==> src/hw/rtl/utc_pkg.sv <==
// utc_pkg: shared types, constants and helper functions of the unicycle tracking core.
// No dependencies; utc_cordic_cell and the core import this package, as do the bench files.
package utc_pkg;

  localparam int DEF_CORDIC_STAGES = 16;
  localparam int MAX_STAGES        = 24;
  localparam int AW                = 34;

  typedef logic signed [AW-1:0] cw_t;
  typedef logic signed [31:0]   s32_t;

  localparam cw_t Q30_PI      = 34'sd3373259426;
  localparam cw_t Q30_TWO_PI  = 34'sd6746518852;
  localparam cw_t Q30_HALF_PI = 34'sd1686629713;
  localparam cw_t Q30_CLAMP   = 34'sd1602298227;
  localparam cw_t Q30_MARGIN  = 34'sd1073742;
  localparam cw_t Q30_K       = 34'sd652032874;

  localparam s32_t S32_MAX = 32'sh7fffffff;
  localparam s32_t S32_MIN = 32'sh80000000;

  localparam logic [1:0] REG_K1 = 2'd0;
  localparam logic [1:0] REG_K2 = 2'd1;
  localparam logic [1:0] REG_K3 = 2'd2;

  localparam cw_t ATAN [MAX_STAGES] = '{
    34'sd843314857, 34'sd497837829, 34'sd263043837, 34'sd133525159, 34'sd67021687,
    34'sd33543516, 34'sd16775851, 34'sd8388437, 34'sd4194283, 34'sd2097149,
    34'sd1048576, 34'sd524288, 34'sd262144, 34'sd131072, 34'sd65536, 34'sd32768,
    34'sd16384, 34'sd8192, 34'sd4096, 34'sd2048, 34'sd1024, 34'sd512, 34'sd256,
    34'sd128
  };

  typedef struct packed {
    cw_t c;
    cw_t s;
  } cs_t;

  typedef struct packed {
    s32_t z1;
    s32_t z2;
    s32_t gv;
    s32_t gw;
    s32_t rv;
    s32_t rw;
    s32_t g;
    s32_t a1;
    s32_t b1;
    logic dpos;
    logic flip;
  } side_t;

  typedef struct packed {
    side_t       sd;
    logic [30:0] c;
    logic        clamped;
    logic        neg;
  } d1p_t;

  typedef struct packed {
    s32_t        ang;
    logic [30:0] c;
    logic        clamped;
    logic        neg;
    logic        ovf;
  } d2p_t;

  // elaboration-time rotation, same steps as the cell row
  function automatic cs_t cordic_cs(input cw_t ang, input int stages);
    cw_t x;
    cw_t y;
    cw_t z;
    cw_t xs;
    cw_t ys;
    cs_t r;
    x = Q30_K;
    y = '0;
    z = ang;
    for (int i = 0; i < MAX_STAGES; i++) begin
      if (i < stages) begin
        xs = x >>> i;
        ys = y >>> i;
        if (!z[AW-1]) begin
          x = x - ys;
          y = y + xs;
          z = z - ATAN[i];
        end else begin
          x = x + ys;
          y = y - xs;
          z = z + ATAN[i];
        end
      end
    end
    r.c = x;
    r.s = y;
    return r;
  endfunction

  function automatic s32_t sat32(input logic signed [71:0] v);
    if (v > 72'sd2147483647) begin
      return S32_MAX;
    end else if (v < -72'sd2147483648) begin
      return S32_MIN;
    end
    return s32_t'(v[31:0]);
  endfunction

  function automatic logic signed [32:0] abs33(input s32_t v);
    logic signed [32:0] e;
    e = 33'(v);
    return e[32] ? -e : e;
  endfunction

endpackage

==> src/hw/rtl/utc_cordic_cell.sv <==
// utc_cordic_cell: one rotation step of the sin/cos cell row, registered.
// Depends on utc_pkg (word type, arctangent table).
module utc_cordic_cell import utc_pkg::*; #(
  parameter int  IDX   = 0,
  parameter type pay_t = logic
) (
  input  logic clk,
  input  logic rst_n,
  input  logic en,
  input  logic vld_i,
  input  cw_t  x_i,
  input  cw_t  y_i,
  input  cw_t  z_i,
  input  pay_t pay_i,
  output logic vld_o,
  output cw_t  x_o,
  output cw_t  y_o,
  output cw_t  z_o,
  output pay_t pay_o
);

  logic vld_r;
  cw_t  x_r, y_r, z_r;
  pay_t pay_r;
  cw_t  xs, ys, x_nxt, y_nxt, z_nxt;

  always_comb begin
    xs = x_i >>> IDX;
    ys = y_i >>> IDX;
    if (!z_i[AW-1]) begin
      x_nxt = x_i - ys;
      y_nxt = y_i + xs;
      z_nxt = z_i - ATAN[IDX];
    end else begin
      x_nxt = x_i + ys;
      y_nxt = y_i - xs;
      z_nxt = z_i + ATAN[IDX];
    end
  end

  always_ff @(posedge clk) begin
    if (!rst_n) begin
      vld_r <= 1'b0;
    end else if (en) begin
      vld_r <= vld_i;
    end
  end

  always_ff @(posedge clk) begin
    if (en) begin
      x_r   <= x_nxt;
      y_r   <= y_nxt;
      z_r   <= z_nxt;
      pay_r <= pay_i;
    end
  end

  assign vld_o = vld_r;
  assign x_o   = x_r;
  assign y_o   = y_r;
  assign z_o   = z_r;
  assign pay_o = pay_r;

endmodule

==> config.mk <==
export PLATFORM = sky130hd
export DESIGN_NAME = utc_cordic_cell
export DESIGN_NICKNAME = d
export VERILOG_FILES = /design/src/hw/rtl/utc_pkg.sv /design/src/hw/rtl/utc_cordic_cell.sv
export SDC_FILE = /design/constraint.sdc
export NUM_CORES = 1
export LEC_CHECK = 0
export ABC_AREA = 1
export ABC_CLOCK_PERIOD_IN_PS = 2700
export BUFFER_PORTS_ARGS = -buffer_cell sky130_fd_sc_hd__buf_4
export CORE_MARGIN = 10
export CORE_UTILIZATION = 50
export CTS_BUF_LIST = sky130_fd_sc_hd__clkbuf_8
export CTS_CLUSTER_DIAMETER = 100
export DETAILED_ROUTE_END_ITERATION = 7
export PLACE_DENSITY_LB_ADDON = 0.2
export SYNTH_ARGS = -nofsm -noshare
export SYNTH_HDL_FRONTEND = slang
export SYNTH_SLANG_ARGS = --single-unit
==> constraint.sdc <==
create_clock -name clk -period 2.7 [get_ports clk]
set_input_delay 0 -clock clk [delete_from_list [all_inputs] [get_ports clk]]
set_output_delay 0 -clock clk [all_outputs]
set_load 0.02 [all_outputs]
==> results.toml <==
[outcome]
run_status = "finished with violations"
violations = "design-rule violations"

[clocking]
cts_buffer_depth = 2
cts_setup_buffers = 0
clk-insertion-delay-late_ns = 0.41
cts_made_buffers = 9
clock-sinks = 103
cts_tree = "done"
cts-root-buf = "clkbuf_8"
cts_max_level = 3
path_clk_slew_ns = 0.12

[critical_path]
crit_type = "in2reg"
endpoint_kind = "flip-flop"
critical_path.max_fanout = 3
cp-start-kind = "input port"
worstPathRequired_ns = 2.89
crit_top_cell = "nand2_1"
r2r_end = "vld_o"
r2r_setup_slack_ns = 1.50
reg2reg_depth = 3
rr_startpoint = "vld_o"
worstPathArrival_ns = 2.20
crit_path_top_delay_cell = "dlygate4sd3_1"
crit_path_max_incr_delay_ns = 0.53
worstPathCellList = "dlygate4sd3_1 > buf_4 > inv_1 > fa_1 > o21ai_2 > a21oi_1 > o21bai_1 > nand2_1 > nand4_1 > nand2_1"

[floorplanning]
die_h_um = 180
initial_core_util_pct = 50.9
die-area_um2 = 32400
die_x_um = 180
core_um2 = 25200
rows = 58
ios = 211

[yosys]
syn_area_um2 = 12800
async_flop_share_pct = 0
synthTopCellsByArea = "edfxtp_1, nand2_1, ha_1, inv_1, nand3_1"
ys_seq_elements = 103
seq_area_frac_synth_pct = 24.1
synth_common_cells = "nand2_1, inv_1, nand3_1, a21oi_1, nor2_1"
synth_fp_nets = 2181
synth_top_flop_cell = "edfxtp_1"
syn_inst = 1938
synth_top_area_cell = "edfxtp_1"
ys_types = 51
synth_most_common_cell = "nand2_1"
synth_edf_count = 102
syn_avg_cell_area_um2 = 6.61
synth_top_area_share_pct = 23.9
ys_warn_count = 0

[pwr]
power.density_nw_per_um2 = 442
p_leak_nw = 7.60
peakVddDrop_uv = 270

[global_route]
antenna_found_initial = 0
grt_usage_pct = 26.8
grt_max_degree = 68
grt-ovfl-total = 0
grt_pass1_vias = 13177
grt_pass1_wl_um = 70200

[finish]
area_growth_pct = 15.8
antennaDiodeCount = 0
layout.nets = 2373
drive_gt1_share_pct = 16.1
final_area_um2 = 14800

[placed_design]
dpl-instance-area_um2 = 14600
io_buffer_count = 210
hpwl_um = 38200
gp_congestion = 0.961

[timing]
tightest_slew_ns = 0.680
fin_crit_sh_pct = 74.2
slew_headroom_pct = 54.7
tns_ns = 0
setup_viol = 0
rsz0062_at_grt = "no"
period_needed_ns = 2.00
finalHoldViolations = 0
fin_skew_ns = 0
fmax_mhz = 499
slew_violations = 0

[routing]
routed_wl_um = 45200
ant_nets = 0
detail_route.wl_per_cell_um = 18.4
drtIter0Drc = 1336
dr.pass1.iters = 8
avgViaCountPerCell = 5.51
route.detailed.drc = 1
vias = 13579

[worst_hold_path]
min_from = "y_i[0]"
whs_path_depth = 3
whs_endpoint = "x_o[0]"
worstHoldPathType = "in2reg"

[job]
max-cap-violations = 0
-- worst max-delay path, delay by kind of cell --
kind	cells	cell delay (ns)
adder cells (fa/ha/maj)	1	0.48
AND/OR/NAND/NOR	3	0.29
AO/OA/AOI/OAI	3	0.74
buffers and inverters	3	0.69
-- state kept, by name, summed over array words and instances (netlist names) --
name / flops
y_o: 33
x_o: 34
pay_o: 1
z_o: 34
vld_o: 1
-- where the power goes --
group / leakage [nW] / internal [W] / switching (W)
Combinational: 6.48 / 0.00110 / 0.00211
Sequential: 1.01 / 0.00207 / 0.0000767
Clock: 0.113 / 0.000462 / 0.000736
-- worst max path at each step --
stage	from	slack [ns]	end	depth (start not counted)
floorplan	z_i[33]	0.58	z_o[32]	11
global placement	x_i[0]	0.38	x_o[12]	10
detailed placement	z_i[33]	0.35	z_o[20]	12
CTS	z_i[0]	0.68	z_o[28]	10
global route	z_i[0]	0.52	z_o[32]	10
finish	z_i[0]	0.70	z_o[20]	10
-- timing repair --
item	CTS	global route
hold buffers	4	0
hold endpoints to repair	3	0
resized for setup	0	0
-- cells in the final DEF, fill, tap and decap left out, types with 16 or more instances in the layout --
| cell | netlist | final |
|---|---|---|
| nand2_2 | 23 | 23 |
| ha_1 | 132 | 132 |
| inv_1 | 286 | 286 |
| xor2_1 | 40 | 40 |
| a21oi_1 | 141 | 141 |
| buf_4 | 13 | 221 |
| o21ai_0 | 89 | 89 |
| nor3_1 | 16 | 16 |
| nor2_2 | 17 | 17 |
| nor2_1 | 139 | 139 |
| o21bai_1 | 19 | 19 |
| edfxtp_1 | 102 | 102 |
| nand4_1 | 20 | 20 |
| nand2_1 | 556 | 556 |
| inv_2 | 20 | 20 |
| o21ai_1 | 16 | 16 |
| nand3_1 | 174 | 174 |
-- area by class of cell --
class	instances	area (µm²)
fill	2458	10400
multi-input combinational	1483	8230
sequential	103	3080
timing repair buffer	226	1720
inverter	307	1150
tap	330	413
clock buffer	9	124
clock inverter	7	103
-- per-stage QoR --
step | hold WS (ns) | setup WS, ns | util (%) | cells | power (W)
3_5_place_dp | 0.187 | 0.351 | 57.8 | 2445 | 0.00533
3_3_place_gp | 0.182 | 0.385 | 57.8 | 2445 | 0.00530
5_1_grt | 0.0161 | 0.523 | 58.9 | 2465 | 0.00694
6_report | 0.00784 | 0.695 | 58.9 | 2465 | 0.00655
2_1_floorplan | 0.0935 | 0.584 | - | 1938 | 0.00420
4_1_cts | 0.00109 | 0.685 | 58.9 | 2465 | 0.00651
-- logic make-up (layout without fill, tap and decap cells) --
group | Yosys count | in the layout | share of synthesized area [%]
AND/OR/NAND/NOR | 980 | 980 | 33.3
flip-flops | 103 | 103 | 24.1
buffers and inverters | 352 | 549 | 11.7
AO/OA/AOI/OAI | 320 | 320 | 14.2
adder cells (fa/ha/maj) | 136 | 136 | 13.5
multiplexers | 1 | 1 | 0.0782
XOR/XNOR | 46 | 46 | 3.15
-- per-layer routing --
layer / vias to the layer above / part of all wire [%] / track usage [%]
met5: - / 0 / 0
met4: 0 / 2.6 / 7.91
met3: 68 / 7.9 / 4.38
met2: 612 / 45 / 43.6
met1: 6217 / 45 / 35.7
li1: 6682 / - / -
Power figures use the tool's default switching activity.
