## src/hw/rtl/utc_div_cell.sv

```systemverilog
// utc_div_cell: one quotient bit of a restoring divider row, registered.
// No package dependencies; divisor is shifted by the cell's fixed weight K.
module utc_div_cell #(
  parameter int  W     = 64,
  parameter int  DW    = 31,
  parameter int  QW    = 33,
  parameter int  K     = 0,
  parameter type pay_t = logic
) (
  input  logic          clk,
  input  logic          rst_n,
  input  logic          en,
  input  logic          vld_i,
  input  logic [W-1:0]  rem_i,
  input  logic [QW-1:0] q_i,
  input  logic [DW-1:0] d_i,
  input  pay_t          pay_i,
  output logic          vld_o,
  output logic [W-1:0]  rem_o,
  output logic [QW-1:0] q_o,
  output pay_t          pay_o
);

  logic          vld_r;
  logic [W-1:0]  rem_r, rem_nxt, dsh;
  logic [QW-1:0] q_r, q_nxt;
  pay_t          pay_r;
  logic          ge;

  always_comb begin
    dsh     = W'(d_i) << K;
    ge      = rem_i >= dsh;
    rem_nxt = ge ? rem_i - dsh : rem_i;
    q_nxt   = {q_i[QW-2:0], ge};
  end

  always_ff @(posedge clk) begin
    if (!rst_n) begin
      vld_r <= 1'b0;
    end else if (en) begin
      vld_r <= vld_i;
    end
  end

  always_ff @(posedge clk) begin
    if (en) begin
      rem_r <= rem_nxt;
      q_r   <= q_nxt;
      pay_r <= pay_i;
    end
  end

  assign vld_o = vld_r;
  assign rem_o = rem_r;
  assign q_o   = q_r;
  assign pay_o = pay_r;

endmodule

```

## config.mk

```make
export PLATFORM = sky130hd
export DESIGN_NAME = utc_div_cell
export DESIGN_NICKNAME = d
export VERILOG_FILES = /design/src/hw/rtl/utc_div_cell.sv
export SDC_FILE = /design/constraint.sdc
export NUM_CORES = 1
export LEC_CHECK = 0
export BUFFER_PORTS_ARGS = -buffer_cell sky130_fd_sc_hd__buf_2
export CAP_MARGIN = 20
export CORE_MARGIN = 4
export CORE_UTILIZATION = 30
export DETAILED_ROUTE_END_ITERATION = 10
export GPL_ROUTABILITY_DRIVEN = 0
export HOLD_SLACK_MARGIN = 0.06
export SLEW_MARGIN = 20
export SYNTH_ARGS = -nofsm -noshare
export SYNTH_HDL_FRONTEND = slang
export SYNTH_SLANG_ARGS = --single-unit
```

## constraint.sdc

```tcl
create_clock -name clk -period 3.84 [get_ports clk]
set_input_delay 0.576 -clock clk [delete_from_list [all_inputs] [get_ports clk]]
set_output_delay 0.576 -clock clk [all_outputs]
set_load 0.005 [all_outputs]
```

==> impl_metrics.tcl, run 1 <==
set metrics [dict create \
    outcome "finished clean" \
    fill_cells 2011 \
    groute.layer.met3.usage_pct 3.70 \
    cts_resized 0 \
    worstHoldPathType "in -> reg" \
    worstMarginPinSlew_ps 843 \
    synthTopCellsByArea "edfxtp_1 48%, ha_1 6.4%, xor2_1 5.8%" \
    final_nets 1018 \
    post_route_cells_drive_above_1_share_pct 31.8 \
    min_to "q_o[26]" \
    grt_overflow_total 0 \
    cap_violations 0 \
    yosysSeqAreaShare_pct 48.7 \
    gr-usage-all-layers_pct 16.2 \
    die-area_um2 22600 \
    min_period_over_period_pct 84.8 \
    ios 232 \
    final_cells 1126 \
    peakVddDrop_uv 160 \
    syn_area_um2 6080 \
    hold_viol 0 \
    placedCellCount 1107 \
    ys.flop_type "edfxtp_1" \
    worstHoldStart "q_i[25]" \
    syn_area_per_cell_um2 9.87 \
    end_kind "flip-flop" \
    crit_path_start_kind "primary input" \
    num_vias 5450 \
    synthCells 616 \
    grt_max_degree 86 \
    ant_nets 0 \
    synthArstFlopShare_pct 0 \
    tns_ps 0 \
    maxSlewViolCount 0 \
    grt_setup_unrepaired "false" \
    powerDensity_nw_per_um2 376 \
    rrSetupSlack_ps 3240 \
    ys_top_cells_by_count "98 x edfxtp_1, 62 x nor2_1, 61 x a21oi_1" \
    drt-total-wl_um 18900 \
    drc 0 \
    drt-initial-drc-count 375 \
    multi_input_area_um2 2860 \
    post_drt_wl_per_cell_um 16.8 \
    cts.htree.levels 3 \
    fp.dieH_um 150 \
    first_pass_iters 5 \
    synth.most_common_cell "edfxtp_1" \
    clockBufferDepth 2 \
    clock_skew_ps 0 \
    dp_slack_ps 334 \
    synth_edf_count 98 \
    use_met2_pct 25.6 \
    r2r_cells 2 \
    slew_headroom_pct 43.8 \
    fin_crit_ps 3250 \
    path_clk_slew_ps 70 \
    p_leak_nw 3.39 \
    setup_ws_ps 586 \
    ys.warnings.count 0 \
    fmax_mhz 307 \
    cts_hold_buf 0 \
    rr_startpoint "vld_o" \
    synth_top_cell_area_share_pct 48.4 \
    crit_required_ps 3910 \
    yosysTopAreaCell "edfxtp_1" \
    syn_nets 781 \
    dp_hpwl_um 15200 \
    crit_type "in -> reg" \
    cts_tree "yes" \
    root_buffer "clkbuf_16" \
    port_buffers 230 \
    final_util_pct 40.0 \
    cts_sinks 99 \
    chipWidth_um 150 \
    timing.rr.end "vld_o" \
    ys_ff_latch 99 \
    setup_viol 0 \
    coreArea_um2 19700 \
    initial_utilization_pct 30.8 \
    met1_usage_pct 22.0 \
    post-cts-setup-buffers 0 \
    antenna_found_initial 3 \
    register_area_um2 2960 \
    insertion_delay_ps 340 \
    synth.distinct_cells 55 \
    hold_depth 1 \
    grt_pass1_wl_um 28300 \
    grt_pass1_vias 5252 \
    avgViaCountPerCell 4.84 \
    syn_to_final_growth_pct 29.8 \
    rows 51 \
    busiest_layer "met2" \
    cts_buffers 9 \
    crit_arrival_ps 3330 \
    path_max_fanout 7 \
]
-- state kept, by name (all words and copies together), names as in the netlist --
register / cells
pay_o: 1
q_o: 33
vld_o: 1
rem_o: 64
-- power by group --
| part | internal, mW | total, mW | switching, mW |
|---|---|---|---|
| clock network | 0.506 | 0.922 | 0.416 |
| logic | 0.298 | 0.688 | 0.390 |
| registers | 1.33 | 1.36 | 0.0265 |
| total | 2.14 | 2.97 | 0.833 |
-- layer usage --
layer,part of all wire (%),vias up
met5,0.069,-
met4,1.6,2
met3,7.6,21
met2,46,209
met1,45,2496
li1,-,2722
-- area by class of cell --
cell class	instances	area share, %
diodes	3	0.0951
clock buffers	10	2.90
clock inverters	6	0.808
inverters	39	1.89
multi-input cells	456	36.2
flip-flops and latches	99	37.5
well taps	265	4.20
repair buffers	248	16.4
-- placed cells by master, fill, tap and decap left out, drive strengths merged, types with 3 or more instances in the layout --
| cell | Yosys | layout |
|---|---|---|
| a21oi | 61 | 61 |
| a21o | 7 | 7 |
| edfxtp | 98 | 98 |
| nand3 | 14 | 14 |
| o21ai | 32 | 32 |
| xnor2 | 20 | 20 |
| or4 | 5 | 5 |
| nand4 | 14 | 14 |
| clkbuf | 16 | 10 |
| ha | 31 | 31 |
| inv | 39 | 40 |
| buf | 6 | 248 |
| and3 | 6 | 6 |
| or3 | 6 | 6 |
| o21a | 5 | 5 |
| diode | 0 | 3 |
| nor4 | 15 | 15 |
| a31oi | 3 | 3 |
| xor2 | 40 | 40 |
| a211oi | 4 | 4 |
| nand2 | 56 | 56 |
| nand2b | 7 | 7 |
| nor2 | 62 | 62 |
| o211ai | 6 | 6 |
| nor3 | 29 | 29 |
| and2 | 4 | 4 |
| clkinv | 0 | 3 |
| or2 | 3 | 3 |
-- critical path, cell delays in order --
cell,delay (ps)
buf_2,90
inv_1,40
ha_1,210
fa_1,400
nand2b_1,180
a21oi_1,260
o31a_1,240
o211ai_1,190
a31oi_1,310
nand2_1,270
nor4_1,440
xor2_1,110
-- logic make-up (layout without fill, tap and decap cells) --
family / count (synthesis) / count (layout) / share of synthesized area (%)
AO/OA/AOI/OAI: 136 / 136 / 13.3
XOR/XNOR: 60 / 60 / 8.64
adder cells (fa/ha/maj): 32 / 32 / 6.71
buffers and inverters: 61 / 303 / 4.28
flip-flops: 99 / 99 / 48.7
multiplexers: 2 / 2 / 0.350
other: 0 / 3 / 0
AND/OR/NAND/NOR: 226 / 226 / 18.0
-- worst max path at each step --
stage | startpoint | end | slack, ps | cells after the start
5_1_grt | d_i[17] | rem_o[62] | 400 | 11
4_1_cts | rem_i[0] | rem_o[59] | 690 | 13
3_5_place_dp | rem_i[0] | rem_o[59] | 330 | 13
3_3_place_gp | rem_i[0] | rem_o[59] | 380 | 13
6_report | rem_i[0] | rem_o[41] | 590 | 12
2_1_floorplan | d_i[11] | rem_o[62] | 870 | 11
-- stage by stage --
stage | hold slack, ps | area (um^2) | power, mW
3_5_place_dp | 510 | 7590 | 2.07
5_1_grt | 382 | 7890 | 3.13
3_3_place_gp | 498 | 7590 | 2.06
4_1_cts | 378 | 7880 | 3.01
6_report | 399 | 7890 | 2.97
2_1_floorplan | 507 | 6080 | 1.73
(Power assumes the default switching activity.)
==> run 2: changes to the inputs <==
Clock period 3.84 ns to 3.4 ns, I/O delays scaled along.
==> run 2 against run 1 <==
  * Via count is 0.99% higher
  * Worst setup slack lost 290 ps
  * Cell area rose by 2.5%
  * Critical path type unchanged
  * Critical endpoint is now rem_o[47]
  * Highest routed layer unchanged
==> impl_metrics.tcl, run 2 (synthesis gave the netlist of run 1 again) <==
set metrics [dict create \
    outcome "finished clean" \
    maxSlewViolCount 0 \
    peakVddDrop_uv 170 \
    worstHoldStart "q_i[16]" \
    final_cells 1146 \
    drt-total-wl_um 18800 \
    ios 232 \
    rrSetupSlack_ps 2790 \
    crit_required_ps 3490 \
    die-area_um2 22600 \
    slew_headroom_pct 53.7 \
    first_pass_iters 5 \
    grt_overflow_total 0 \
    busiest_layer "met2" \
    min_period_over_period_pct 91.3 \
    met1_usage_pct 21.3 \
    initial_utilization_pct 30.8 \
    rows 51 \
    cts_hold_buf 0 \
    p_leak_nw 3.52 \
    syn_to_final_growth_pct 33.0 \
    path_clk_slew_ps 70 \
    hold_viol 0 \
    dp_hpwl_um 15500 \
    cts.htree.levels 3 \
    grt_max_degree 50 \
    crit_arrival_ps 3190 \
    final_nets 1038 \
    grt_pass1_vias 5330 \
    placedCellCount 1127 \
    cap_violations 0 \
    rr_startpoint "vld_o" \
    worstMarginPinSlew_ps 688 \
    hold_depth 1 \
    avgViaCountPerCell 4.80 \
    drc 0 \
    cts_buffers 9 \
    chipWidth_um 150 \
    post_route_cells_drive_above_1_share_pct 33.5 \
    post_drt_wl_per_cell_um 16.4 \
    cts_tree "yes" \
    post-cts-setup-buffers 0 \
    gr-usage-all-layers_pct 16.1 \
    powerDensity_nw_per_um2 426 \
    clockBufferDepth 2 \
    grt_setup_unrepaired "false" \
    path_max_fanout 5 \
    root_buffer "clkbuf_16" \
    min_to "q_o[17]" \
    worstHoldPathType "in -> reg" \
    end_kind "flip-flop" \
    largest_register_ffs 64 \
    total_power_mw 3.45 \
    crit_type "in -> reg" \
    setup_viol 0 \
    antenna_found_initial 4 \
    drt-initial-drc-count 396 \
    fp.dieH_um 150 \
    port_buffers 230 \
    clock_skew_ps 0 \
    fin_crit_ps 3110 \
    insertion_delay_ps 350 \
    crit_path_start_kind "primary input" \
    r2r_cells 2 \
    final_common_cell "buf_2" \
    use_met2_pct 25.9 \
    cts_resized 0 \
    grt_pass1_wl_um 28200 \
    coreArea_um2 19700 \
    ant_nets 0 \
    groute.layer.met3.usage_pct 4.06 \
    timing.rr.end "vld_o" \
    num_vias 5504 \
    cts_sinks 99 \
    fmax_mhz 322 \
    whs_ps 329 \
    layout_common_cells "229 x buf_2, 98 x edfxtp_1, 62 x nor2_1" \
]
[run 2: through the flow]
stage          utilization [%]  worst slack, ps  setup TNS (ps)  instance area, um^2
2_1_floorplan                -              498               0                 6080
3_3_place_gp              39.4             20.5               0                 7760
3_5_place_dp              39.4            -7.53           -10.7                 7760
4_1_cts                   41.0              344               0                 8080
5_1_grt                   41.0             85.8               0                 8090
6_report                  41.0              295               0                 8090
[run 2: layout make-up]
| cell class | count | area [um^2] |
|---|---|---|
| multi-input cells | 456 | 2860 |
| repair buffers | 268 | 1460 |
| clock inverters | 6 | 87.6 |
| clock buffers | 9 | 225 |
| diodes | 4 | 10.0 |
| well taps | 265 | 332 |
| flip-flops and latches | 99 | 2960 |
| inverters | 39 | 149 |
| fillers | 1986 | 11600 |
[run 2: worst max-delay path by stage]
stage	startpoint	end	slack (ps)	cells after the start
6_report	rem_i[0]	rem_o[47]	290	13
5_1_grt	rem_i[0]	rem_o[47]	90	13
4_1_cts	rem_i[0]	rem_o[47]	340	13
3_5_place_dp	rem_i[0]	rem_o[47]	-8	13
3_3_place_gp	rem_i[0]	rem_o[47]	20	13
2_1_floorplan	d_i[11]	rem_o[62]	500	11
[run 2: per-layer routing]
metal,vias to the layer above,part of all wire (%)
li1,2761,-
met1,2509,44
met2,206,46
met3,26,7.9
met4,2,2.0
met5,-,0.037
[run 2: critical path, stage by stage]
cell	delay, ps
buf_2	90
inv_1	40
ha_1	220
fa_1	410
nand2b_1	180
a21oi_1	220
o31a_1	220
o211ai_1	170
a31oi_1	400
nand2_1	180
buf_4	190
o41ai_1	240
o21ai_0	140
[run 2: where the power goes]
group          switching, mW  internal, mW  leakage [nW]
sequential            0.0301          1.50         0.968
combinational          0.447         0.361          2.39
clock                  0.462         0.644         0.156
total                  0.940          2.51          3.52
